$ cat src/hw/rtl/uart_control_line_decoder_defines.svh
// Assertion macros for the UART control line decoder.
`ifndef UART_CONTROL_LINE_DECODER_DEFINES_SVH
`define UART_CONTROL_LINE_DECODER_DEFINES_SVH
`ifndef SYNTHESIS
// Check that a property holds at every clock edge outside reset.
`define UCLD_ASSERT(lbl, clk, rst, prop) \
   lbl: assert property (@(posedge clk) disable iff (rst) prop) \
      else $error("ucld assertion failed");
// Check that a condition is never true outside reset.
`define UCLD_NEVER(lbl, clk, rst, cond) \
   lbl: assert property (@(posedge clk) disable iff (rst) !(cond)) \
      else $error("ucld forbidden condition seen");
`else
`define UCLD_ASSERT(lbl, clk, rst, prop)
`define UCLD_NEVER(lbl, clk, rst, cond)
`endif
`endif

$ cat src/hw/rtl/ucld_pkg.sv
// Constants and codes of the UART control line decoder.
`timescale 1ns / 1ps
package ucld_pkg;

   // result action codes
   localparam logic [2:0] ACT_SET_POT    = 3'd0;
   localparam logic [2:0] ACT_SET_TOGGLE = 3'd1;
   localparam logic [2:0] ACT_PRESSED    = 3'd2;
   localparam logic [2:0] ACT_NO_EVENT   = 3'd3;
   localparam logic [2:0] ACT_REJECTED   = 3'd4;

   // error codes
   localparam logic [2:0] ERR_NONE        = 3'd0;
   localparam logic [2:0] ERR_UNKNOWN     = 3'd1;
   localparam logic [2:0] ERR_FIELD_COUNT = 3'd2;
   localparam logic [2:0] ERR_INDEX       = 3'd3;
   localparam logic [2:0] ERR_VALUE       = 3'd4;

   // characters
   localparam logic [7:0] CH_NEWLINE = 8'd10;
   localparam logic [7:0] CH_COMMA   = 8'h2C;
   localparam logic [7:0] CH_PLUS    = 8'h2B;
   localparam logic [7:0] CH_MINUS   = 8'h2D;
   localparam logic [7:0] CH_SPACE   = 8'h20;
   localparam logic [7:0] CH_TAB     = 8'd9;
   localparam logic [7:0] CH_CR      = 8'd13;
   localparam logic [7:0] CH_ZERO    = 8'h30;
   localparam logic [7:0] CH_NINE    = 8'h39;
   localparam logic [7:0] CH_J       = 8'h6A;
   localparam logic [7:0] CH_B       = 8'h62;
   localparam logic [7:0] CH_NUL     = 8'd0;

   // number accumulator: magnitudes saturate at NUM_CAP
   localparam int MAG_W = 21;
   localparam int MUL_W = MAG_W + 4;
   localparam logic [MAG_W-1:0] NUM_CAP   = 21'h100000;
   localparam logic [MAG_W-1:0] POT_LIMIT = 21'h00FFFF;

   // number parse phases
   typedef logic [1:0] phase_type;
   localparam phase_type PH_LEAD   = 2'd0;
   localparam phase_type PH_DIGITS = 2'd1;
   localparam phase_type PH_DONE   = 2'd2;

   // token count saturates at four: anything above three is just "too many"
   typedef logic [2:0] count_type;
   localparam count_type CNT_MAX = 3'd4;
   localparam count_type CNT_ONE = 3'd1;
   localparam count_type CNT_TWO = 3'd2;
   localparam count_type CNT_FIELDS = 3'd3;

endpackage

$ cat src/hw/rtl/uart_control_line_decoder.sv
// UART control line decoder: line store, line scanner and result register.
`timescale 1ns / 1ps
// Usage
//  - req channel: one received character per request on req_rx_byte. Any byte
//    but newline (10) is written to the line store in the cycle it is taken.
//  - A newline closes the line. The block then walks the line store once,
//    one byte per cycle through its single read port, splitting at commas
//    and feeding the index and value tokens through one shared
//    multiply-by-ten accumulator. The walk reads at most len bytes (len =
//    stored line length, at most LINE_BYTES - 2) and stops early at a NUL.
//  - req_stall is high while a line is being walked and while its result
//    waits for the output register to free up.
//  - rsp channel: at most one response per line (none for a line without
//    tokens). The response sits in an output register; when rsp_stall holds
//    it, further plain bytes are still taken, and only the next newline's
//    result waits.
//  - Reset (synchronous, active high) clears the write position, the button
//    memory, the sequencer and the response valid. Line store contents are
//    not cleared; only written bytes are ever read.
`include "uart_control_line_decoder_defines.svh"

module uart_control_line_decoder #(
   parameter int LINE_BYTES   = 64,
   parameter int POT_COUNT    = 8,
   parameter int BUTTON_COUNT = 8
) (
   input  logic        clock,
   input  logic        reset,
   input  logic        req_valid,
   output logic        req_stall,
   input  logic [7:0]  req_rx_byte,
   output logic        rsp_valid,
   input  logic        rsp_stall,
   output logic [2:0]  rsp_action,
   output logic [2:0]  rsp_item_index,
   output logic [15:0] rsp_pot_reading,
   output logic        rsp_button_level,
   output logic [2:0]  rsp_error_code
);

   localparam int AW    = $clog2(LINE_BYTES);
   localparam int BTN_W = (BUTTON_COUNT > 1) ? $clog2(BUTTON_COUNT) : 1;
   localparam int MAG_W = ucld_pkg::MAG_W;
   localparam int MUL_W = ucld_pkg::MUL_W;
   localparam logic [AW-1:0] WRAP_POS = AW'(LINE_BYTES - 1);
   localparam logic [AW-1:0] FULL_LEN = AW'(LINE_BYTES - 2);

   // sequencer states
   localparam logic [1:0] ST_IDLE   = 2'd0;
   localparam logic [1:0] ST_SCAN   = 2'd1;
   localparam logic [1:0] ST_FINISH = 2'd2;

   logic [1:0] state_ff, state_in;

   // line store and write side
   logic [7:0]    line_mem [LINE_BYTES];
   logic [7:0]    rd_data_ff;
   logic [AW-1:0] rd_addr;
   logic [AW-1:0] wp_ff, wp_in;
   logic [AW-1:0] wr_addr;
   logic          wr_en;

   // scan state
   logic [AW-1:0]             pos_ff, pos_in;
   logic [AW-1:0]             len_ff, len_in;
   logic                      in_tok_ff, in_tok_in;
   ucld_pkg::count_type       count_ff, count_in;
   logic [7:0]                kind_ff, kind_in;
   ucld_pkg::phase_type       phase_ff, phase_in;
   logic [MAG_W-1:0]          acc_ff, acc_in;
   logic                      neg_ff, neg_in;
   logic [MAG_W-1:0]          idx_mag_ff, idx_mag_in;
   logic                      idx_neg_ff, idx_neg_in;

   // button memory
   logic                      button_ff [BUTTON_COUNT];

   // response register
   logic        rsp_valid_ff, rsp_valid_in;
   logic [2:0]  action_ff, action_in;
   logic [2:0]  index_ff, index_in;
   logic [15:0] pot_ff, pot_in;
   logic        level_ff, level_in;
   logic [2:0]  err_ff, err_in;

   logic req_take;
   logic newline_take;
   logic out_free;
   logic load_rsp;
   logic btn_update;
   logic btn_level;
   logic [BTN_W-1:0] btn_idx;

   // per-byte decode signals
   logic [7:0]          scan_byte;
   logic                is_ws, is_dig, is_sign, tok_start;
   ucld_pkg::phase_type base_phase;
   logic [MAG_W-1:0]    base_acc;
   logic                base_neg;
   logic [MUL_W-1:0]    acc_mul;
   ucld_pkg::count_type count_inc;
   ucld_pkg::count_type count_fin;
   logic                val_bad_pot, val_bad_btn, idx_neg_bad;

   assign req_stall    = (state_ff != ST_IDLE);
   assign req_take     = req_valid && !req_stall;
   assign newline_take = req_take && (req_rx_byte == ucld_pkg::CH_NEWLINE);
   assign out_free     = !rsp_valid_ff || !rsp_stall;

   // Write position: wrap to zero before the last slot, so an overlong line overwrites its head.
   assign wr_en   = req_take && (req_rx_byte != ucld_pkg::CH_NEWLINE);
   assign wr_addr = (wp_ff >= WRAP_POS) ? '0 : wp_ff;

   // Read the byte after the one being decoded; start at zero on a newline.
   assign rd_addr = (state_ff == ST_IDLE) ? '0 : AW'(pos_ff + 1'b1);

   always_ff @(posedge clock) begin
      if (wr_en) begin
         line_mem[wr_addr] <= req_rx_byte;
      end
      rd_data_ff <= line_mem[rd_addr];
   end

   // Character classes of the byte under decode.
   assign scan_byte = rd_data_ff;
   assign is_ws     = (scan_byte == ucld_pkg::CH_SPACE) ||
                      ((scan_byte >= ucld_pkg::CH_TAB) && (scan_byte <= ucld_pkg::CH_CR));
   assign is_dig    = (scan_byte >= ucld_pkg::CH_ZERO) && (scan_byte <= ucld_pkg::CH_NINE);
   assign is_sign   = (scan_byte == ucld_pkg::CH_PLUS) || (scan_byte == ucld_pkg::CH_MINUS);
   assign tok_start = !in_tok_ff && (scan_byte != ucld_pkg::CH_COMMA);

   // A new token restarts the number parser before this byte is applied.
   assign base_phase = tok_start ? ucld_pkg::PH_LEAD : phase_ff;
   assign base_acc   = tok_start ? '0 : acc_ff;
   assign base_neg   = tok_start ? 1'b0 : neg_ff;

   // Shared accumulator: acc * 10 + digit.
   assign acc_mul = {1'b0, base_acc, 3'b000} + {3'b000, base_acc, 1'b0} +
                    MUL_W'(scan_byte[3:0]);

   assign count_inc = (count_ff == ucld_pkg::CNT_MAX) ? ucld_pkg::CNT_MAX :
                      ucld_pkg::count_type'(count_ff + 1'b1);
   // Token still open at the end of the line counts as closed.
   assign count_fin = in_tok_ff ? count_inc : count_ff;

   // Range checks for the final decision.
   assign idx_neg_bad = idx_neg_ff && (idx_mag_ff != '0);
   assign val_bad_pot = (neg_ff && (acc_ff != '0)) || (acc_ff > ucld_pkg::POT_LIMIT);
   assign val_bad_btn = (neg_ff && (acc_ff != '0)) || (acc_ff > MAG_W'(1));
   assign btn_idx     = idx_mag_ff[BTN_W-1:0];
   assign btn_level   = (acc_ff == '0);

   always_comb begin
      state_in     = state_ff;
      wp_in        = wp_ff;
      pos_in       = pos_ff;
      len_in       = len_ff;
      in_tok_in    = in_tok_ff;
      count_in     = count_ff;
      kind_in      = kind_ff;
      phase_in     = phase_ff;
      acc_in       = acc_ff;
      neg_in       = neg_ff;
      idx_mag_in   = idx_mag_ff;
      idx_neg_in   = idx_neg_ff;
      load_rsp     = 1'b0;
      btn_update   = 1'b0;
      action_in    = action_ff;
      index_in     = index_ff;
      pot_in       = pot_ff;
      level_in     = level_ff;
      err_in       = err_ff;

      case (state_ff)
         ST_IDLE: begin
            if (wr_en) begin
               wp_in = AW'(wr_addr + 1'b1);
            end
            if (newline_take) begin
               // Snapshot line length, drop the write position, clear the scan.
               len_in    = (wp_ff < WRAP_POS) ? wp_ff : FULL_LEN;
               wp_in     = '0;
               pos_in    = '0;
               in_tok_in = 1'b0;
               count_in  = '0;
               phase_in  = ucld_pkg::PH_LEAD;
               acc_in    = '0;
               neg_in    = 1'b0;
               state_in  = (len_in == '0) ? ST_FINISH : ST_SCAN;
            end
         end

         ST_SCAN: begin
            if (scan_byte == ucld_pkg::CH_NUL) begin
               // NUL ends the text early.
               state_in = ST_FINISH;
            end else begin
               if (scan_byte == ucld_pkg::CH_COMMA) begin
                  if (in_tok_ff) begin
                     count_in = count_inc;
                     if (count_ff == ucld_pkg::CNT_ONE) begin
                        idx_mag_in = acc_ff;
                        idx_neg_in = neg_ff;
                     end
                  end
                  in_tok_in = 1'b0;
               end else begin
                  in_tok_in = 1'b1;
                  if (count_ff == '0) begin
                     kind_in = scan_byte;
                  end
                  // Parse index and value tokens; others do not matter.
                  if ((count_ff == ucld_pkg::CNT_ONE) || (count_ff == ucld_pkg::CNT_TWO)) begin
                     phase_in = base_phase;
                     acc_in   = base_acc;
                     neg_in   = base_neg;
                     case (base_phase)
                        ucld_pkg::PH_LEAD: begin
                           if (is_dig) begin
                              acc_in   = (acc_mul > MUL_W'(ucld_pkg::NUM_CAP)) ?
                                         ucld_pkg::NUM_CAP : acc_mul[MAG_W-1:0];
                              phase_in = ucld_pkg::PH_DIGITS;
                           end else if (is_sign) begin
                              neg_in   = (scan_byte == ucld_pkg::CH_MINUS);
                              phase_in = ucld_pkg::PH_DIGITS;
                           end else if (!is_ws) begin
                              phase_in = ucld_pkg::PH_DONE;
                           end
                        end
                        ucld_pkg::PH_DIGITS: begin
                           if (is_dig) begin
                              acc_in = (acc_mul > MUL_W'(ucld_pkg::NUM_CAP)) ?
                                       ucld_pkg::NUM_CAP : acc_mul[MAG_W-1:0];
                           end else begin
                              phase_in = ucld_pkg::PH_DONE;
                           end
                        end
                        default: begin
                           phase_in = ucld_pkg::PH_DONE;
                        end
                     endcase
                  end
               end
               if (pos_ff == AW'(len_ff - 1'b1)) begin
                  state_in = ST_FINISH;
               end else begin
                  pos_in = AW'(pos_ff + 1'b1);
               end
            end
         end

         ST_FINISH: begin
            if (count_fin == '0) begin
               // No tokens: no response.
               state_in = ST_IDLE;
            end else if (out_free) begin
               load_rsp  = 1'b1;
               state_in  = ST_IDLE;
               action_in = ucld_pkg::ACT_REJECTED;
               index_in  = '0;
               pot_in    = '0;
               level_in  = 1'b0;
               err_in    = ucld_pkg::ERR_NONE;
               if ((kind_ff != ucld_pkg::CH_J) && (kind_ff != ucld_pkg::CH_B)) begin
                  err_in = ucld_pkg::ERR_UNKNOWN;
               end else if (count_fin != ucld_pkg::CNT_FIELDS) begin
                  err_in = ucld_pkg::ERR_FIELD_COUNT;
               end else if (idx_neg_bad) begin
                  err_in = ucld_pkg::ERR_INDEX;
               end else if (kind_ff == ucld_pkg::CH_J) begin
                  if (idx_mag_ff >= MAG_W'(POT_COUNT)) begin
                     err_in = ucld_pkg::ERR_INDEX;
                  end else if (val_bad_pot) begin
                     err_in = ucld_pkg::ERR_VALUE;
                  end else begin
                     action_in = ucld_pkg::ACT_SET_POT;
                     index_in  = idx_mag_ff[2:0];
                     pot_in    = acc_ff[15:0];
                  end
               end else begin
                  if (idx_mag_ff >= MAG_W'(BUTTON_COUNT)) begin
                     err_in = ucld_pkg::ERR_INDEX;
                  end else if (val_bad_btn) begin
                     err_in = ucld_pkg::ERR_VALUE;
                  end else begin
                     btn_update = 1'b1;
                     index_in   = idx_mag_ff[2:0];
                     level_in   = btn_level;
                     if (idx_mag_ff == '0) begin
                        action_in = ucld_pkg::ACT_SET_TOGGLE;
                     end else if (btn_level && !button_ff[btn_idx]) begin
                        action_in = ucld_pkg::ACT_PRESSED;
                     end else begin
                        action_in = ucld_pkg::ACT_NO_EVENT;
                     end
                  end
               end
            end
         end

         default: begin
            state_in = ST_IDLE;
         end
      endcase
   end

   // Hold the response until the receiver takes it.
   assign rsp_valid_in = load_rsp || (rsp_valid_ff && rsp_stall);

   always_ff @(posedge clock) begin
      if (reset) begin
         state_ff     <= ST_IDLE;
         wp_ff        <= '0;
         rsp_valid_ff <= 1'b0;
         for (int i = 0; i < BUTTON_COUNT; i++) begin
            button_ff[i] <= 1'b0;
         end
      end else begin
         state_ff     <= state_in;
         wp_ff        <= wp_in;
         rsp_valid_ff <= rsp_valid_in;
         if (btn_update) begin
            button_ff[btn_idx] <= btn_level;
         end
      end
   end

   always_ff @(posedge clock) begin
      pos_ff     <= pos_in;
      len_ff     <= len_in;
      in_tok_ff  <= in_tok_in;
      count_ff   <= count_in;
      kind_ff    <= kind_in;
      phase_ff   <= phase_in;
      acc_ff     <= acc_in;
      neg_ff     <= neg_in;
      idx_mag_ff <= idx_mag_in;
      idx_neg_ff <= idx_neg_in;
      action_ff  <= action_in;
      index_ff   <= index_in;
      pot_ff     <= pot_in;
      level_ff   <= level_in;
      err_ff     <= err_in;
   end

   assign rsp_valid        = rsp_valid_ff;
   assign rsp_action       = action_ff;
   assign rsp_item_index   = index_ff;
   assign rsp_pot_reading  = pot_ff;
   assign rsp_button_level = level_ff;
   assign rsp_error_code   = err_ff;

   // A scan never runs past the captured line length.
   `UCLD_ASSERT(a_scan_in_line, clock, reset, (state_ff == ST_SCAN) |-> (pos_ff < len_ff))
   // A newline always starts line processing.
   `UCLD_ASSERT(a_newline_busy, clock, reset, newline_take |=> (state_ff != ST_IDLE))
   // Only rejections carry an error code.
   `UCLD_NEVER(a_err_only_reject, clock, reset,
      rsp_valid_ff && (action_ff != ucld_pkg::ACT_REJECTED) && (err_ff != ucld_pkg::ERR_NONE))

endmodule
$ cat config.mk
export PLATFORM = sky130hd
export DESIGN_NAME = uart_control_line_decoder
export DESIGN_NICKNAME = d
export VERILOG_FILES = /design/src/hw/rtl/ucld_pkg.sv /design/src/hw/rtl/uart_control_line_decoder.sv
export VERILOG_INCLUDE_DIRS = /design/src /design/src/hw/rtl
export SDC_FILE = /design/constraint.sdc
export NUM_CORES = 1
export LEC_CHECK = 0
export BUFFER_PORTS_ARGS = -buffer_cell sky130_fd_sc_hd__clkbuf_2
export CAP_MARGIN = 40
export CORE_MARGIN = 2
export CORE_UTILIZATION = 55
export CTS_CLUSTER_SIZE = 8
export DETAILED_ROUTE_END_ITERATION = 8
export PLACE_DENSITY_LB_ADDON = 0.3
export SLEW_MARGIN = 10
export SYNTH_ARGS = -nofsm -noshare
export SYNTH_HDL_FRONTEND = slang
export SYNTH_SLANG_ARGS = --single-unit
$ cat constraint.sdc
create_clock -name clock -period 5.3 [get_ports clock]
set_clock_uncertainty 0.2 [all_clocks]
set_input_delay 0.795 -clock clock [delete_from_list [all_inputs] [get_ports clock]]
set_output_delay 0.795 -clock clock [all_outputs]
set_load 0.01 [all_outputs]
==> results of run 1 <==
## area by class of cell
class	instances	area [sq um]	area share (%)
Sequential cell	636	18900	59.8
Inverter	28	105	0.332
Timing Repair Buffer	96	727	2.30
Clock buffer	136	2490	7.87
Tap cell	672	841	2.66
Multi-Input combinational cell	1270	8530	27.0
Clock inverter	3	22.5	0.0712
## logic make-up after synthesis
kind of cell    share of synthesized area [%]
compound gates                           11.2
simple gates                             10.0
xor+xnor                                0.968
fa+ha+maj                                2.34
mux                                      5.59
buf+inv                                  2.14
flops                                    67.7
## placed cells by master, fill, tap and decap left out, types with 31 or more instances in the layout
cell	Yosys	routed
a211oi_1	51	51
a21oi_1	83	83
a31oi_1	58	58
and2_1	43	42
buf_4	0	48
clkbuf_1	99	43
clkbuf_16	0	93
clkbuf_2	0	39
edfxtp_1	616	616
ha_1	49	48
mux2_2	50	50
mux2i_1	75	75
nand2_1	206	204
nand3_1	37	37
nor2_1	138	137
nor2b_1	41	41
nor3_1	32	31
o21ai_0	92	91
## cell usage after synthesis (all sizes together), types with 41 or more instances
cell / number / area [sq um]
nor2: 138 / 518
o21ai: 103 / 549
a211oi: 53 / 408
a21oi: 85 / 433
nor2b: 41 / 257
and2: 45 / 287
a31oi: 58 / 363
clkbuf: 99 / 372
ha: 49 / 613
mux2i: 75 / 751
nand2: 206 / 773
mux2: 50 / 563
edfxtp: 616 / 18500
## where the power goes
part / total (W) / leakage (nW) / switching (W) / internal (W)
registers: 0.00554 / 5.75 / 0.0000108 / 0.00553
clock network: 0.00515 / 1.21 / 0.00198 / 0.00317
logic: 0.000187 / 3.68 / 0.000145 / 0.0000417
total: 0.0109 / 10.6 / 0.00213 / 0.00875
## metrics by stage
| step | area, sq um | std cells | hold slack, ps |
|---|---|---|---|
| 6_report | 31600 | 2841 | 285 |
| 5_1_grt | 31600 | 2841 | 314 |
| 4_1_cts | 31500 | 2836 | 287 |
| 3_5_place_dp | 29000 | 2697 | 273 |
| 3_3_place_gp | 28900 | 2690 | 263 |
| 2_1_floorplan | 27900 | 2061 | 235 |
## worst max-delay path by stage
stage                  to          start  cells past startpoint  slack, ps
6_report       acc_ff[14]  rd_data_ff[1]                     18        170
3_3_place_gp   acc_ff[13]  rd_data_ff[4]                     16        180
4_1_cts        acc_ff[14]  rd_data_ff[2]                     18         60
2_1_floorplan   acc_ff[1]  rd_data_ff[2]                     18        140
5_1_grt        acc_ff[14]  rd_data_ff[2]                     18        -90
3_5_place_dp   acc_ff[14]  rd_data_ff[4]                     16         20
## sequential cells by signal (all words and copies together), names as in the netlist, 8 cells and up, named ones only
name and cells:
kind_ff 8, idx_mag_ff 21, button_ff 8, rsp_pot_reading 16, acc_ff 21, line_mem 512
rd_data_ff 8
## repair_timing
action	4_1_cts	5_1_grt
gates resized for setup	1	5
hold buffers	0	0
setup buffers	0	4
pin swaps	0	2
endpoints found under the setup margin	1	19
## layer usage
layer	track usage, %	part of all wire (%)	vias up
met5	0	0	-
met4	9.84	3.6	0
met3	4.67	8.4	168
met2	40.2	47	888
met1	34.4	41	8821
li1	-	-	8069
==> results.md, run 1 <==
* Outcome: finished clean
* CP arrival at 5360 ps
* Final slew viol count at 0
* Slew headroom at a little under two fifths
* Reg2reg start: rd_data_ff[1]
* Number of global-route vias before repair at 17600
* Design Power at 0.0109 W
* Buf+Inv Stages, Crit Path at 2
* R2r worst-path depth at 18
* Core footprint at 50200 sq um
* NumNets Final at 2184
* Drc violations at 0
* Mapped Cells at 2061
* Share of layout cells above drive strength 1 at 13.7%
* Global-route wire length before repair at 101 mm
* Worst-path fanout max at 13
* Pre-CTS setup slack at 18.8 ps
* Synth Cell Area at 27900 sq um
* WL final at 66.3 mm
* Root Buffer: clkbuf_16
* # diodes at 0
* Initial core utilization at 55.6%
* Cell mode on critical path: nor2_1
* Worst path slowest cell: or4_4
* Worst R2R Setup Slack at between 150 and 200 ps
* CP Data Required Time at 5540 ps
* Critical path class: reg -> reg
* # rows at 82
* Initial antenna violation count at 0
* Clock tree buffer depth at 3
* Via density at 6.32
* Period minus WS final at 5130 ps
* Post-synthesis sequential area ratio at 67.7%
* Setup TNS at 0 ps
* PnR worst setup slack at 174 ps
* Synth warnings at 0
* Placer Congestion at roughly 0.89
* Finished Core Util at 63.0%
* Syn nets at 2124
* CP cell instances: nor4bb_2, buf_4, and2_1, nor2_1, nor2_1, ha_1, ha_1, fa_1, a211oi_2, nor2_1, xor2_1, a2111oi_1, nand4_1, or4_4, o41ai_4, nand4_2, buf_4, o21ai_0
* Top_reg_cell synth: edfxtp_1
* Crit-path leading delay family: simple AND/OR/NAND/NOR gates
* Worst Hold Depth at 0
* Endpoints failing hold at 0
* TritonCTS buffer count at 89
* Clk Latency, worst-skew pair at 610 ps
* DRT antenna net count at 0
* Synth cell types at 72
* CP Launch Type: flip-flop
* Clk pin slew, worst setup/hold paths at 50 ps
* Fillers at 3616
* Drt pass-1 iters at 7
* CTS tree: done
* Min-delay src: acc_ff[18]
* Fmax at 195 MHz
* Port buffer count at 39
* Die Ht at approximately 230 um
* Worst min-delay path endpoint: idx_mag_ff[18]
* Die width at 229 um
* DP HPWL at 40.1 mm
* Largest net degree at the start of global routing at 159
* Num Clock Sinks at 636
* Synth-to-Final Area Change at 13.3%
* Worst Tran Pin Value at 929 ps
* Crit-path max cell delay at between 500 and 600 ps
* Cell area power density at approximately 340 nW/um^2
* Tcrit/Tclk final at a little over nine tenths
* Initial drt markers at between 1500 and 2000
* Endpoints failing setup at 0
* WL per Instance at 23.4 um
* Peak supply drop at about 0.26 mV
* DR vias at between 15000 and 20000
* Synthesis-stage register bit count at 636
* Max-cap viol count at 0
* Worst min-delay path class: reg -> reg
* Die area at around 53000 sq um
* Type of destination of the critical path: flip-flop
* I/O pin count at 40
* Syn avg cell area at 13.5 sq um
* R2r endpoint: acc_ff[14]
* Global-route usage over all layers at 25.1%
* # H-tree levels at 3
* Post-synth ARST share at 0%
* Grt ovf at 0
* Number of synthesized flops with an enable pin at 616
* Leak pwr at 10.6 nW
Power figures use the tool's default switching activity.
==> inputs of run 2 (changes only) <==
--- a/config.mk
+++ b/config.mk
@@ -12,6 +12,8 @@
 export CORE_UTILIZATION = 55
 export CTS_CLUSTER_SIZE = 8
 export DETAILED_ROUTE_END_ITERATION = 8
+export GPL_TIMING_DRIVEN = 0
+export MAX_ROUTING_LAYER = met4
 export PLACE_DENSITY_LB_ADDON = 0.3
 export SLEW_MARGIN = 10
 export SYNTH_ARGS = -nofsm -noshare
==> results.md, run 2 (synthesized netlist as in run 1, its figures left out) <==
* Port buffer count at 39
* DR vias at a little under 20000
* Final slew viol count at 0
* Worst-path fanout max at 10
* WL final at 85.0 mm
* Clock tree buffer depth at 3
* Drt pass-1 iters at 6
* Endpoints failing hold at 0
* Die Ht at about 230 um
* Most flops, register: line_mem
* Top flop regs: line_mem: 512 flops, acc_ff: 21 flops, idx_mag_ff: 21 flops
* Initial antenna violation count at 3
* Placed cell areas at 29500 sq um
* Max reg flops at slightly above 500
* DP HPWL at 58.9 mm
* Die width at about 230 um
* Max-cap viol count at 0
* Endpoints failing setup at 0
* Global-route wire length before repair at 123 mm
* DRT antenna net count at 0
* Initial drt markers at between 2000 and 3000
* Clk Latency, worst-skew pair at between 600 and 700 ps
* Launch point of the worst path: state_ff[1]
* WL per Instance at between 20 and 30 um
* Grt peak-use layer: met2
* CP arrival at 5540 ps
* CP Launch Type: flip-flop
* Met2 Use GR at 50.0%
* Worst Tran Pin Value at 994 ps
* Core footprint at 50200 sq um
* Clk pin slew, worst setup/hold paths at 50 ps
* CP Data Required Time at roughly 5500 ps
* Initial core utilization at 55.6%
* NumNets Final at 2307
* Via density at 6.59
* Grt ovf at 0
* Most common library cell in the layout ignoring fill and taps: edfxtp_1
* Share of layout cells above drive strength 1 at 13.6%
* Min-delay src: rd_data_ff[2]
* Cell area after layout at 32100 sq um
* Period minus WS final at 5290 ps
* Cell area power density at 336 nW/um^2
* Slew headroom at 33.5%
* Worst min-delay path class: reg -> reg
* Placer Congestion at 0.984
* Tcrit/Tclk final at between 90 and 100%
* Most frequent cells in the layout: 616 x edfxtp_1, 206 x nand2_1, 137 x nor2_1, 110 x clkbuf_1
* Fmax at 189 MHz
* Drc violations at 0
* Peak supply drop at between 0.2 and 0.3 mV
* Die area at 52600 sq um
* Num Clock Sinks at 636
* # rows at roughly 80
* Type of destination of the critical path: flip-flop
* Setup TNS at 0 ps
* Largest net degree at the start of global routing at 66
* Number of global-route vias before repair at between 15000 and 20000
* Reg2reg start: state_ff[1]
* Synth-to-Final Area Change at 15.2%
* CTS tree: done
* Met1 Use GR at 42.5%
* Leak pwr at around 11 nW
* Grt met3 use at 8.73%
* Critical path class: reg -> reg
* I/O pin count at 40
* # H-tree levels at 3
* Outcome: finished clean
* TritonCTS buffer count at between 80 and 90
* Global-route usage over all layers at between 30% and 40%
* Root Buffer: clkbuf_16
run 2: final cells by class:
type | count | area (sq um)
Timing Repair Buffer | 92 | 850
Antenna cell | 3 | 7.51
Sequential cell | 636 | 18900
Fill cell | 3614 | 18000
Clock inverter | 3 | 30.0
Tap cell | 672 | 841
Buffer | 127 | 518
Clock buffer | 108 | 2360
Multi-Input combinational cell | 1270 | 8530
Inverter | 28 | 105
run 2: per-layer routing:
| metal | routed length (um) | vias to the layer above |
|---|---|---|
| li1 | - | 8309 |
| met5 | 0 | - |
| met4 | 4990 | 0 |
| met2 | 38400 | 1379 |
| met3 | 10500 | 295 |
| met1 | 31100 | 9387 |
run 2: power by group:
part,switching (W),total [W],internal (W),leakage (nW)
clock,0.00197,0.00503,0.00306,1.17
sequential,0.0000153,0.00555,0.00553,5.75
combinational,0.000161,0.000212,0.0000506,3.88
total,0.00214,0.0108,0.00865,10.8
run 2: worst max-delay path: stages, from the launching register on:
cell and delay, ps:
dfxtp_1 350, nor2_1 480, buf_4 330, inv_1 90, clkbuf_1 370, nand2_1 570
clkbuf_1 640, clkbuf_2 530, a221oi_1 290, nor3_1 220, o21ai_0 110, o311ai_0 160
buf_2 230, o21ai_0 80, o21ai_0 450
run 2: metrics by stage:
stage / setup WS [ps] / hold WS (ps) / power [W] / util (%) / cells
2_1_floorplan: 136 / 235 / 0.00570 / - / 2061
3_3_place_gp: -896 / 273 / 0.00582 / 57.7 / 2772
3_5_place_dp: -933 / 274 / 0.00584 / 58.8 / 2812
4_1_cts: 37.9 / 268 / 0.0108 / 63.8 / 2931
5_1_grt: -8.57 / 284 / 0.0110 / 64.1 / 2939
6_report: 7.06 / 273 / 0.0108 / 64.1 / 2939
run 2: repair_timing:
action,in CTS,in global routing
setup buffers,7,4
hold endpoints to repair,0,0
resized for setup,21,16
hold buffers,0,0
gates cloned,1,0
pin swaps,5,7
endpoints found under the setup margin,21,20
run 2: path summary, 6_finish.rpt:
path / cells past startpoint / slack [ps] / end
worst max register to register: 14 / 7 / rd_data_ff[2]
worst min-delay path: 0 / 270 / kind_ff[2]
worst min register to register: 0 / 270 / kind_ff[2]
worst max-delay path: 14 / 7 / rd_data_ff[2]
